<file path="src/hw/rtl/button_press_repeat_detector_unit_defines.svh">
// ----------------------------------------------------------------------------
// Button repeat detector - assertion macros
// Shared concurrent assertion helpers for the detector RTL.
// ----------------------------------------------------------------------------
`ifndef BUTTON_PRESS_REPEAT_DETECTOR_UNIT_DEFINES_SVH
`define BUTTON_PRESS_REPEAT_DETECTOR_UNIT_DEFINES_SVH

// Same-cycle implication, disabled while reset is asserted.
`define BPRD_ASSERT_NOW(lbl, clk, rstn, ante, cons) \
  lbl: assert property (@(posedge clk) disable iff (!rstn) (ante) |-> (cons)) \
    else $error("bprd same-cycle check failed");

// Next-cycle implication, disabled while reset is asserted.
`define BPRD_ASSERT_NEXT(lbl, clk, rstn, ante, cons) \
  lbl: assert property (@(posedge clk) disable iff (!rstn) (ante) |=> (cons)) \
    else $error("bprd next-cycle check failed");

`endif

</file>
<file path="src/hw/rtl/bprd_pkg.sv">
// ----------------------------------------------------------------------------
// bprd_pkg
// Types and constants shared by the button repeat detector.
// ----------------------------------------------------------------------------
`default_nettype none

package bprd_pkg;

  localparam int TIME_W     = 32;  // millisecond timestamp
  localparam int INTERVAL_W = 16;  // repeat interval register
  localparam int LEVEL_W    = 6;   // button level field
  localparam int BIDX_W     = 3;   // button index field

  localparam logic [INTERVAL_W-1:0] REPEAT_RESET = 16'd750;

  // request into the shared time unit
  typedef struct packed {
    logic [TIME_W-1:0]     now;
    logic [TIME_W-1:0]     mark;
    logic [INTERVAL_W-1:0] interval;
  } arith_req_t;

  // response from the shared time unit
  typedef struct packed {
    logic              gt;   // (now - mark) mod 2^32 > interval
    logic [TIME_W-1:0] sum;  // mark + interval
  } arith_rsp_t;

endpackage

`default_nettype wire

</file>
<file path="src/hw/rtl/bprd_unit.sv">
// ----------------------------------------------------------------------------
// bprd_unit
// Shared time unit: elapsed-time compare and mark advance for one button.
// ----------------------------------------------------------------------------
`default_nettype none

module bprd_unit import bprd_pkg::*; (
  input  arith_req_t req,
  output arith_rsp_t rsp
);

  logic [TIME_W-1:0] elapsed;
  logic [TIME_W-1:0] ivl_ext;

  assign ivl_ext = TIME_W'(req.interval);
  assign elapsed = req.now - req.mark;  // wraps mod 2^32

  assign rsp.gt  = (elapsed > ivl_ext);
  assign rsp.sum = req.mark + ivl_ext;

endmodule

`default_nettype wire

</file>
<file path="src/hw/rtl/bprd_seq.sv">
// ----------------------------------------------------------------------------
// bprd_seq
// Sequencer: scans buttons one per cycle through the shared time unit,
// then drains the collected events through the output register.
// ----------------------------------------------------------------------------
`default_nettype none

`include "button_press_repeat_detector_unit_defines.svh"

module bprd_seq import bprd_pkg::*; #(
  parameter int NUM_BUTTONS = 6
) (
  input  logic                  clk,
  input  logic                  rst_n,
  input  logic [INTERVAL_W-1:0] interval,
  input  logic                  in_valid,
  output logic                  in_ready,
  input  logic [TIME_W-1:0]     in_now,
  input  logic [LEVEL_W-1:0]    in_levels,
  output logic                  out_valid,
  input  logic                  out_ready,
  output logic [BIDX_W-1:0]     out_index,
  output logic                  out_rep,
  output logic                  out_last
);

  localparam int IDX_W = (NUM_BUTTONS > 1) ? $clog2(NUM_BUTTONS) : 1;
  localparam logic [IDX_W-1:0] LAST_IDX = IDX_W'(NUM_BUTTONS - 1);

  typedef enum logic [2:0] {
    ST_IDLE = 3'b001,
    ST_SCAN = 3'b010,
    ST_EMIT = 3'b100
  } seq_state_t;

  seq_state_t state_r, state_nxt;
  logic [IDX_W-1:0]       idx_r, idx_nxt;
  logic [NUM_BUTTONS-1:0] prev_r, prev_nxt;
  logic [NUM_BUTTONS-1:0] held_r, held_nxt;
  logic [NUM_BUTTONS-1:0] rep_r, rep_nxt;
  logic [NUM_BUTTONS-1:0] ev_r, ev_nxt;        // pending event per button
  logic [NUM_BUTTONS-1:0] evrep_r, evrep_nxt;  // pending event is a repeat
  logic                   out_valid_r, out_valid_nxt;

  logic [NUM_BUTTONS-1:0] lev_r;
  logic [TIME_W-1:0]      now_r;
  logic [TIME_W-1:0]      mark_r [NUM_BUTTONS];
  logic [BIDX_W-1:0]      out_index_r;
  logic                   out_rep_r;
  logic                   out_last_r;

  logic [NUM_BUTTONS-1:0] lev_in;
  logic                   accept;
  logic                   mark_we;
  logic [TIME_W-1:0]      mark_wd;
  logic                   load;
  logic [IDX_W-1:0]       low_sel;
  logic [NUM_BUTTONS-1:0] ev_rest;

  arith_req_t req;
  arith_rsp_t rsp;

  // level bits above the field width read as released
  for (genvar g = 0; g < NUM_BUTTONS; g++) begin : g_lev
    if (g < LEVEL_W) begin : g_on
      assign lev_in[g] = in_levels[g];
    end else begin : g_off
      assign lev_in[g] = 1'b0;
    end
  end

  assign in_ready = (state_r == ST_IDLE);
  assign accept   = in_valid && in_ready;

  assign req.now      = now_r;
  assign req.mark     = mark_r[idx_r];
  assign req.interval = interval;

  bprd_unit u_unit (
    .req (req),
    .rsp (rsp)
  );

  // lowest pending event
  always_comb begin
    low_sel = '0;
    for (int i = NUM_BUTTONS - 1; i >= 0; i--) begin
      if (ev_r[i]) begin
        low_sel = IDX_W'(i);
      end
    end
  end

  assign ev_rest = ev_r & (ev_r - 1'b1);
  assign load    = (state_r == ST_EMIT) && (ev_r != '0) && (!out_valid_r || out_ready);

  always_comb begin
    state_nxt     = state_r;
    idx_nxt       = idx_r;
    prev_nxt      = prev_r;
    held_nxt      = held_r;
    rep_nxt       = rep_r;
    ev_nxt        = ev_r;
    evrep_nxt     = evrep_r;
    mark_we       = 1'b0;
    mark_wd       = now_r;
    out_valid_nxt = out_valid_r && !out_ready;

    case (state_r)
      ST_IDLE: begin
        if (in_valid) begin
          state_nxt = ST_SCAN;
          idx_nxt   = '0;
        end
      end
      ST_SCAN: begin
        if (lev_r[idx_r] != prev_r[idx_r]) begin
          if (lev_r[idx_r]) begin
            // press: start a new hold
            held_nxt[idx_r] = 1'b1;
            rep_nxt[idx_r]  = 1'b0;
            mark_we         = 1'b1;
            mark_wd         = now_r;
          end else begin
            // release: plain press unless repeats went out
            ev_nxt[idx_r]    = !rep_r[idx_r];
            evrep_nxt[idx_r] = 1'b0;
            held_nxt[idx_r]  = 1'b0;
            rep_nxt[idx_r]   = 1'b0;
          end
        end else if (held_r[idx_r] && rsp.gt) begin
          mark_we          = 1'b1;
          mark_wd          = rsp.sum;
          rep_nxt[idx_r]   = 1'b1;
          ev_nxt[idx_r]    = 1'b1;
          evrep_nxt[idx_r] = 1'b1;
        end
        if (idx_r == LAST_IDX) begin
          state_nxt = ST_EMIT;
          prev_nxt  = lev_r;
        end else begin
          idx_nxt = idx_r + 1'b1;
        end
      end
      ST_EMIT: begin
        if (ev_r == '0) begin
          state_nxt = ST_IDLE;
        end else if (load) begin
          ev_nxt        = ev_rest;
          out_valid_nxt = 1'b1;
        end
      end
      default: begin
        state_nxt = ST_IDLE;
      end
    endcase
  end

  always_ff @(posedge clk) begin
    if (!rst_n) begin
      state_r     <= ST_IDLE;
      idx_r       <= '0;
      prev_r      <= '0;
      held_r      <= '0;
      rep_r       <= '0;
      ev_r        <= '0;
      evrep_r     <= '0;
      out_valid_r <= 1'b0;
    end else begin
      state_r     <= state_nxt;
      idx_r       <= idx_nxt;
      prev_r      <= prev_nxt;
      held_r      <= held_nxt;
      rep_r       <= rep_nxt;
      ev_r        <= ev_nxt;
      evrep_r     <= evrep_nxt;
      out_valid_r <= out_valid_nxt;
    end
  end

  always_ff @(posedge clk) begin
    if (accept) begin
      now_r <= in_now;
      lev_r <= lev_in;
    end
    if (mark_we) begin
      mark_r[idx_r] <= mark_wd;
    end
    if (load) begin
      out_index_r <= BIDX_W'(low_sel);
      out_rep_r   <= evrep_r[low_sel];
      out_last_r  <= (ev_rest == '0);
    end
  end

  assign out_valid = out_valid_r;
  assign out_index = out_index_r;
  assign out_rep   = out_rep_r;
  assign out_last  = out_last_r;

  `BPRD_ASSERT_NOW(a_idle_no_pending, clk, rst_n, state_r == ST_IDLE, ev_r == '0)
  `BPRD_ASSERT_NEXT(a_scan_to_emit, clk, rst_n, (state_r == ST_SCAN) && (idx_r == LAST_IDX), state_r == ST_EMIT)
  `BPRD_ASSERT_NEXT(a_last_drains, clk, rst_n, load && (ev_rest == '0), (ev_r == '0) && out_valid_r && out_last_r)
  `BPRD_ASSERT_NOW(a_state_onehot, clk, rst_n, 1'b1, $onehot(state_r))

endmodule

`default_nettype wire
</file>
<file path="config.mk">
export PLATFORM = sky130hd
export DESIGN_NAME = bprd_seq
export DESIGN_NICKNAME = d
export VERILOG_FILES = /design/src/hw/rtl/bprd_pkg.sv /design/src/hw/rtl/bprd_unit.sv /design/src/hw/rtl/bprd_seq.sv
export VERILOG_INCLUDE_DIRS = /design/src /design/src/hw/rtl
export SDC_FILE = /design/constraint.sdc
export NUM_CORES = 1
export LEC_CHECK = 0
export BUFFER_PORTS_ARGS = -buffer_cell sky130_fd_sc_hd__buf_2
export CAP_MARGIN = 20
export CORE_MARGIN = 2
export CORE_UTILIZATION = 62
export CTS_BUF_LIST = sky130_fd_sc_hd__clkbuf_4 sky130_fd_sc_hd__clkbuf_8 sky130_fd_sc_hd__clkbuf_16
export DETAILED_ROUTE_END_ITERATION = 8
export GPL_ROUTABILITY_DRIVEN = 0
export PLACE_DENSITY = 0.8
export SYNTH_ARGS = -nofsm -noshare
export SYNTH_HDL_FRONTEND = slang
export SYNTH_SLANG_ARGS = --single-unit
</file>
<file path="constraint.sdc">
create_clock -name clk -period 9.63 [get_ports clk]
set_clock_uncertainty 0.2 [all_clocks]
set_input_delay 0.963 -clock clk [delete_from_list [all_inputs] [get_ports clk]]
set_output_delay 0.963 -clock clk [all_outputs]
set_load 0.1 [all_outputs]
</file>
After elaboration in Yosys (flattened, before gate mapping)
Memory sizes are Yosys's and may differ from the RTL's. A register that Yosys moved wholly into a read port is not among the register bits.
Cells that the tools add are included.
Cells by class
  add/sub/neg operators: 4
  $mul: 0
  div/mod/pow operators: 0
  order comparisons: 4
  equality and inequality tests: 14
  shift-type cells: 0
  multiplexer cells: 52
  bitwise operators: 9
  reductions and logical operators: 23
Operators by type and width (number)
  $mux 32: 3
  $mux 6: 11
  $mux 3: 13
  $add 32x16->32: 1
  $gt 32x16->1: 1
  $sub 32x32->32: 1
  $and 6x6->6: 4
  $or 6x6->6: 4
  $bmux 1 s3: 5
  $mux 1: 15
  $logic_not 6->1: 2
  $ne 2x2->1 const B: 6
  $pmux 6 s2: 1
  $pmux 3 s3: 1
  $reduce_and 3->1: 3
  $lt 3x4->1 const B: 2
  $bwmux 6: 1
  $eq 3x3->1 const B: 2
  $logic_and 1x1->1: 6
  $ne 3x3->1 const B: 2
  $not 6->6: 1
  $pmux 3 s2: 1
  $reduce_and 2->1: 3
  $reduce_bool 2->1: 3
  12 further kinds: 14
Storage, ports and cells
  bits in registers: 80
  latch bits: 0
  memory bits (writable): 192
  bits in read-only memories: 0
  bits of input ports: 58
  output and inout port bits: 7
  word-level logic and storage cells: 120
  memories: 1
Memory list
  mark_r: words 6, width 32, read ports 1, clocked after Yosys merged registers in 1, write ports 1, RTL line bprd_seq.sv:47  | logic [TIME_W-1:0] mark_r [NUM_BUTTONS];

Depth between registers and ports, before layout
Gate-level depths: netlist of run 1.
  word-level depth: 8
  mapped depth: 32
  mapped depth without buffers: 25

Hierarchy
Synthesis of run 1 repeated with hierarchy kept, for this count alone.
Unflattened totals
  cell total of the unflattened synthesis: 1204
  area, all modules: 14610.3 um^2
Modules (own cells, without submodules)
  bprd_seq: times used 1, cells an instance 709, area an instance 11272.1 um^2, sequential area each 7857.5 um^2
  bprd_unit: times used 1, cells an instance 495, area an instance 3338.2 um^2, sequential area each 0.0 um^2

Worst setup path after synthesis of run 1
Ideal clock, no wire load.
  path kind: reg-to-reg
  start: register with a tool-made name
  end: memory mark_r[0][0], enable pin
  library setup time: 0.421 ns
  data arrival time: 6.963 ns
  required time: 9.009 ns
  path slack: 2.046 ns
  cell stages (with the launch flop): 32
  buffers on the path: 8
  period minus slack after synthesis: 7.584 ns
  cell sequence: dfxtp_1 > buf_6 > buf_4 > buf_4 > buf_2 > buf_2 > buf_1 > mux2i_1 > a21oi_1 > ha_1 > fa_1 > nand2b_1 > a21oi_1 > nor2_1 > o21ai_0 > a31oi_1 > o21bai_1 > a21oi_1 > xnor2_1 > ha_1 > and4_1 > nand3_1 > a211oi_1 > o21ai_0 > nand3_1 > a2111oi_0 > nand4_1 > o21a_1 > buf_6 > buf_6 > a21oi_4 > nor2_1
RTL lines (RTL line)
  to (decl): bprd_seq.sv:47

==> flow_metrics.env, run 1 <==
export IMPL_run_status="finished, final reports clean"
export IMPL_kind_of_end_point_of_the_critical_path="register"
export IMPL_swShare=0.246
export IMPL_post_route_worst_setup_slack_ns=2.27
export IMPL_postSynth_asyncResetShare=0
export IMPL_switchingPower_uw=685
export IMPL_place_port_buffers=64
export IMPL_reg_power_frac=0.476
export IMPL_detailed_place_area_um2=15100
export IMPL_rsz0062_at_grt="false"
export IMPL_clock_root_buffer_master="clkbuf_16"
export IMPL_period_needed_ns=7.36
export IMPL_post_synth_fa_ha_maj_area_fraction=0.0609
export IMPL_grt_busiest_layer="met2"
export IMPL_layout_common_cells="235 x edfxtp_1, 99 x nor2_1, 90 x nand2_1"
export IMPL_cts_num_sinks=275
export IMPL_initial_core_util=0.627
export IMPL_timing_setup_tns_ns=0
export IMPL_final_min_period_over_clock_period=0.764
export IMPL_cts_buffers_inserted=31
export IMPL_internal_power_mw=2.10
export IMPL_grt_first_pass_wirelength_um=55200
export IMPL_seq_area_frac_synth=0.538
export IMPL_design_power_total_mw=2.79
export IMPL_synth_compound_area_share=0.135
export IMPL_gr_usage_all_layers=0.291
export IMPL_grt_util_met2=0.501
export IMPL_sum_of_routed_wire_length_over_all_layers_um=35700
export IMPL_setup_worst_path_class="register to register"
export IMPL_vias_per_cell=6.36
export IMPL_clkLatencyLatePin_ns=0.57
export IMPL_fill_cells=1640
export IMPL_gr_usage_met3=0.0407
export IMPL_post_route_cells_drive_above_1_share=0.165
export IMPL_drv_slew=0
export IMPL_num_rows=56
export IMPL_floorplan_die_area_um2=24800
export IMPL_hpwlAfterDp_um=24200
export IMPL_num_io_pins=65
export IMPL_post_drt_wl_per_cell_um=22.1
export IMPL_layout_commonest_cell="edfxtp_1"
export IMPL_synth_yosys_warnings=0
export IMPL_achievable_frequency_mhz=136
export IMPL_dominant_combinational_cell_family_by_area_after_synthesis="compound AO/OA/AOI/OAI gates"
export IMPL_final_setup_fails=0
export IMPL_syn_nets=1344
export IMPL_multiplexer_share_of_the_synthesized_area=0.0943
export IMPL_grt_pass1_vias=10158
export IMPL_tritoncts="built"
export IMPL_power_share_combinational=0.114
export IMPL_antenna_found_initial=1
export IMPL_timing_slew_headroom=0.242
export IMPL_arrival_ns=7.43
export IMPL_h_tree_depth=1
export IMPL_post_synth_inst_count=1217
export IMPL_detailroute_via_count=10237
export IMPL_globalRoute_totalOverflow=0
export IMPL_synth_xor_area_share=0.0318
export IMPL_synth_seq_cells=275
export IMPL_start_kind="register"
export IMPL_clk_pin_slew_worst_paths_ns=0.06
export IMPL_synth_enable_flop_cells=235
export IMPL_grtUsageMet1=0.368
export IMPL_worst_ir_drop_vdd_v=0.000110
export IMPL_pin_count_of_the_biggest_net_entering_global_routing=39
export IMPL_firstDrtPassIters=6
export IMPL_die_y_um=157
export IMPL_drt_first_iter_violations=1094
export IMPL_synth_simple_gate_area_share=0.105
export IMPL_pre_cts_ws_ns=2.40
export IMPL_critical_path_peak_fanout=37
export IMPL_worstPathRequired_ns=9.71
export IMPL_multi_input_area_um2=6270
export IMPL_cts_resizes=0
export IMPL_syn_area_per_cell_um2=12.0
export IMPL_max_cap_viol_count=0
export IMPL_tightest_slew_ns=1.13
export IMPL_area_growth_pct=11.1
export IMPL_final_hold_violation_count=0
export IMPL_clockBufferDepth=3
export IMPL_post_synthesis_cell_area_um2=14600
export IMPL_register_area_um2=7860
export IMPL_floorplan_die_width_um=157
export IMPL_core_area_um2=23300
export IMPL_power_leakage_nw=5.84
export IMPL_hold_crit_path_type="register to register"
export IMPL_netlist_cell_type_count=82
export IMPL_power_clock_fraction=0.410
export IMPL_layout_core_utilization=0.697
export IMPL_power_density_cell_area_nw_per_um2=172
export IMPL_ctsHoldBuffers=0
export IMPL_ant_nets=0
export IMPL_post_cts_buffers=0
export IMPL_final_nets=1392
export IMPL_stdcell_area_um2=16200
export IMPL_route_detailed_drc=0
export IMPL_yosys_most_used_dff="edfxtp_1"
final cells by class:
cell class                 count  area share
inverter                      51      0.0118
antenna                        1    0.000154
multi-input combinational    831       0.387
tap                          319      0.0246
sequential                   275       0.485
clock buffer                  42      0.0541
timing repair buffer          75      0.0301
clock inverter                16     0.00756
kinds of logic after synthesis:
kind of cell / count (synthesis)
adders and majority gates: 70
muxes: 88
buffers and inverters: 111
DFF: 275
and+or+nand+nor: 323
AOI/OAI and AO/OA: 297
xor gates and xnor gates: 53
state kept, by name (all words and copies together), names as in the netlist, named ones only:
| register | cells |
|---|---|
| idx_r | 3 |
| out_valid | 1 |
| now_r | 32 |
| ev_r | 6 |
| out_rep | 1 |
| lev_r | 6 |
| state_r | 3 |
| mark_r | 192 |
| out_index | 3 |
| out_last | 1 |
| prev_r | 6 |
synthesized netlist by cell type, types with 9 or more instances:
| master | instances | area (µm²) |
|---|---|---|
| a21boi_0 | 9 | 67.6 |
| a21o_1 | 26 | 195 |
| o21ai_0 | 65 | 325 |
| a22oi_1 | 11 | 82.6 |
| nor2b_1 | 12 | 75.1 |
| xnor2_1 | 39 | 342 |
| mux2i_1 | 34 | 340 |
| dfxtp_1 | 40 | 801 |
| nand2_1 | 90 | 338 |
| edfxtp_1 | 235 | 7060 |
| nor3_1 | 15 | 75.1 |
| xor2_1 | 14 | 123 |
| nor2_1 | 105 | 394 |
| mux4_2 | 32 | 721 |
| nand4_1 | 15 | 93.8 |
| o21a_1 | 22 | 165 |
| nand3_1 | 19 | 95.1 |
| nand2b_1 | 13 | 81.3 |
| mux2_4 | 15 | 225 |
| a21oi_1 | 83 | 415 |
| buf_2 | 15 | 75.1 |
| clkbuf_1 | 31 | 116 |
| inv_1 | 50 | 188 |
| buf_6 | 9 | 101 |
| ha_1 | 67 | 838 |
| and2_1 | 16 | 100 |
| or3_1 | 12 | 75.1 |
power groups by stage:
stage	registers, mW	logic (mW)	clock network (mW)
floorplan	1.34	0.230	0
global placement	1.35	0.301	0
detailed placement	1.35	0.308	0
CTS	1.33	0.312	1.15
global route	1.33	0.349	1.20
finish	1.33	0.319	1.14
final timing paths:
kind / cells past startpoint / startpoint / slack, ns / endpoint
hold / removal: 2 / prev_r[5] / 0.27 / prev_r[5]
setup / recovery: 24 / register / 2.27 / mark_r[0][0]
hold reg to reg: 2 / prev_r[5] / 0.27 / prev_r[5]
setup reg to reg: 24 / register / 2.27 / mark_r[0][0]
through the flow:
| stage | instances | hold slack [ns] |
|---|---|---|
| after global placement | 1546 | 0.252 |
| after detailed placement | 1546 | 0.265 |
| after global routing | 1610 | 0.298 |
| after CTS | 1604 | 0.273 |
| final | 1610 | 0.270 |
| after floorplan | 1217 | 0.243 |
worst max-delay path: stages, from the launching register on:
cell	delay (ns)
dfxtp_4	0.71
mux4_2	0.58
nor2_1	0.12
a21oi_1	0.08
ha_1	0.26
fa_1	0.41
nand2b_1	0.19
a21oi_1	0.29
nor2_1	0.14
o21ai_0	0.30
a31oi_1	0.18
o21bai_1	0.16
a21oi_1	0.09
xnor2_1	0.14
ha_1	0.27
and4_1	0.24
nand3_1	0.12
or3_1	0.38
o21ai_0	0.13
nand3_1	0.11
a2111oi_0	0.37
nand4_1	0.19
o21a_2	0.43
buf_4	0.39
o21ai_0	0.56
per-layer routing:
metal / vias to the layer above / part of all wire
met5: - / 0
met4: 0 / 0.048
met3: 122 / 0.067
met2: 497 / 0.50
met1: 4946 / 0.39
li1: 4672 / -
Power figures use the tool's default switching activity.
==> run 2, diff against run 1 <==
==> constraint.sdc (replaced) <==
create_clock -name clk -period 7.6 [get_ports clk]
set_clock_uncertainty 0.2 [all_clocks]
set_input_delay 0.76 -clock clk [delete_from_list [all_inputs] [get_ports clk]]
set_output_delay 0.76 -clock clk [all_outputs]
set_load 0.1 [all_outputs]
==> run 2 against run 1 <==
Clock-buffer cell count decreased by 4. Via count shrank 1.3%. Worst hold slack got worse by 0.080 ns. Cell count unchanged. Global-route usage decreased by 1.3 points. Register-to-register slack worse by 1.8 ns. Critical path depth increased by 1. Utilization grew 0.075 points. Worst setup slack worse by 1.8 ns. Sequential power grew 26%. Sequential cell count is the same. Highest routed layer unchanged.
==> flow_metrics.env, run 2 (synthesized netlist as in run 1, its figures left out) <==
export IMPL_run_status="finished, final reports clean"
export IMPL_r2r_end="mark_r[4][17]"
export IMPL_antenna_found_initial=0
export IMPL_max_cap_viol_count=0
export IMPL_kind_of_end_point_of_the_critical_path="register"
export IMPL_regMostFlops="mark_r"
export IMPL_grt_first_pass_wirelength_um=52700
export IMPL_timing_hold_worst_start="in_now[31]"
export IMPL_timing_setup_tns_ns=0
export IMPL_ant_nets=0
export IMPL_worst_hold_path_num_cells=1
export IMPL_design_power_total_mw=3.54
export IMPL_h_tree_depth=1
export IMPL_ctsHoldBuffers=0
export IMPL_drt_first_iter_violations=1114
export IMPL_finalNonFillerCells=1610
export IMPL_num_io_pins=65
export IMPL_tritoncts="built"
export IMPL_drv_slew=0
export IMPL_detailroute_via_count=10105
export IMPL_route_detailed_drc=0
export IMPL_detailed_place_area_um2=15200
export IMPL_reg_power_frac=0.474
export IMPL_pin_count_of_the_biggest_net_entering_global_routing=39
export IMPL_worst_ir_drop_vdd_v=0.000179
export IMPL_arrival_ns=7.24
export IMPL_dpl_cell_count=1554
export IMPL_whs_ns=0.191
export IMPL_power_clock_fraction=0.412
export IMPL_final_nets=1397
export IMPL_achievable_frequency_mhz=140
export IMPL_setup_worst_path_class="register to register"
export IMPL_clock_root_buffer_master="clkbuf_16"
export IMPL_area_growth_pct=11.2
export IMPL_post_drt_wl_per_cell_um=21.2
export IMPL_vias_per_cell=6.28
export IMPL_power_density_cell_area_nw_per_um2=218
export IMPL_antenna_diode_count=0
export IMPL_layout_commonest_cell="edfxtp_1"
export IMPL_path_common_cell="a21oi_1"
export IMPL_grt_pass1_vias=9845
export IMPL_worstHoldEndpoint="now_r[31]"
export IMPL_layout_common_cells="235 x edfxtp_1, 99 x nor2_1, 90 x nand2_1"
export IMPL_start_kind="register"
export IMPL_cts_resizes=0
export IMPL_cts_num_sinks=275
export IMPL_clk_pin_slew_worst_paths_ns=0.06
export IMPL_critical_path_peak_fanout=18
export IMPL_num_rows=56
export IMPL_final_hold_violation_count=0
export IMPL_hpwlAfterDp_um=23500
export IMPL_period_needed_ns=7.15
export IMPL_slowest_delay_ns=0.54
export IMPL_layout_core_utilization=0.698
export IMPL_floorplan_die_area_um2=24800
export IMPL_clkLatencyLatePin_ns=0.55
export IMPL_place_port_buffers=64
export IMPL_hold_crit_path_type="input port to register"
export IMPL_die_y_um=157
export IMPL_power_leakage_nw=5.85
export IMPL_sum_of_routed_wire_length_over_all_layers_um=34200
export IMPL_power_share_combinational=0.114
export IMPL_post_cts_buffers=0
export IMPL_stdcell_area_um2=16200
export IMPL_core_area_um2=23300
export IMPL_rsz0062_at_grt="false"
export IMPL_internal_power_mw=2.71
export IMPL_largest_reg_flops=192
export IMPL_final_setup_fails=0
export IMPL_r2r_slack_ns=0.45
export IMPL_tightest_slew_ns=0.885
export IMPL_reg2regPathDepth=25
export IMPL_worstPathRequired_ns=7.69
export IMPL_final_min_period_over_clock_period=0.941
export IMPL_pre_cts_ws_ns=0.434
export IMPL_floorplan_die_width_um=157
export IMPL_biggest_registers_after_layout="mark_r: 192 flops, now_r: 32 flops"
export IMPL_clockBufferDepth=3
export IMPL_globalRoute_totalOverflow=0
export IMPL_slowest_stage_cell_cp="mux4_2"
export IMPL_initial_core_util=0.627
export IMPL_timing_slew_headroom=0.404
export IMPL_switchingPower_uw=826
export IMPL_firstDrtPassIters=6
export IMPL_cts_buffers_inserted=29
export IMPL_gr_usage_all_layers=0.278
export IMPL_post_route_worst_setup_slack_ns=0.445
export IMPL_swShare=0.233
export IMPL_post_route_cells_drive_above_1_share=0.167
==> run 2: cell types whose count changed in the layout (fill, tap and decap cells not counted), moves of 2 or more <==
cell / delta
bufinv_16: +3
clkbuf_16: -2
clkbuf_8: +2
buf_16: -2
clkbuf_4: -4
inv_6: -2
buf_4: +7
==> run 2: how the worst max path moves through the flow <==
stage                   from       endpoint  slack (ns)  cells after the start
floorplan           register   mark_r[0][0]        0.02                     31
global placement    register   mark_r[0][0]        0.64                     24
detailed placement  register   mark_r[0][0]        0.43                     24
CTS                 register   mark_r[0][2]        0.37                     24
global route        register   mark_r[4][3]        0.08                     25
finish              register  mark_r[4][17]        0.45                     25
==> run 2: worst max-delay path: cells and delay by family (launching register included) <==
| family | cells | cell delay [ns] |
|---|---|---|
| compound gates | 10 | 2.59 |
| xor+xnor | 1 | 0.15 |
| fa+ha+maj | 3 | 0.96 |
| buf+inv | 1 | 0.22 |
| flops | 1 | 0.50 |
| mux | 1 | 0.54 |
| simple gates | 9 | 1.72 |
==> run 2: layer usage <==
| metal | vias to the layer above | global-route usage | share of wire |
|---|---|---|---|
| met5 | - | 0 | 0 |
| met4 | 0 | 0.111 | 0.041 |
| met3 | 101 | 0.0388 | 0.068 |
| met2 | 471 | 0.477 | 0.49 |
| met1 | 4867 | 0.357 | 0.40 |
| li1 | 4666 | - | - |
==> run 2: area by class of cell <==
class,count,area [µm²]
flip-flops and latches,275,7860
clock inverters,14,173
clock buffers,38,825
fillers,1645,7030
repair buffers,82,510
well taps,319,399
inverters,51,191
multi-input cells,831,6270
==> run 2: power groups by stage <==
stage	combinational [mW]	sequential [mW]	clock, mW
6_report	0.403	1.68	1.46
3_5_place_dp	0.392	1.71	0
4_1_cts	0.396	1.68	1.48
2_1_floorplan	0.291	1.70	0
3_3_place_gp	0.382	1.71	0
5_1_grt	0.438	1.68	1.53
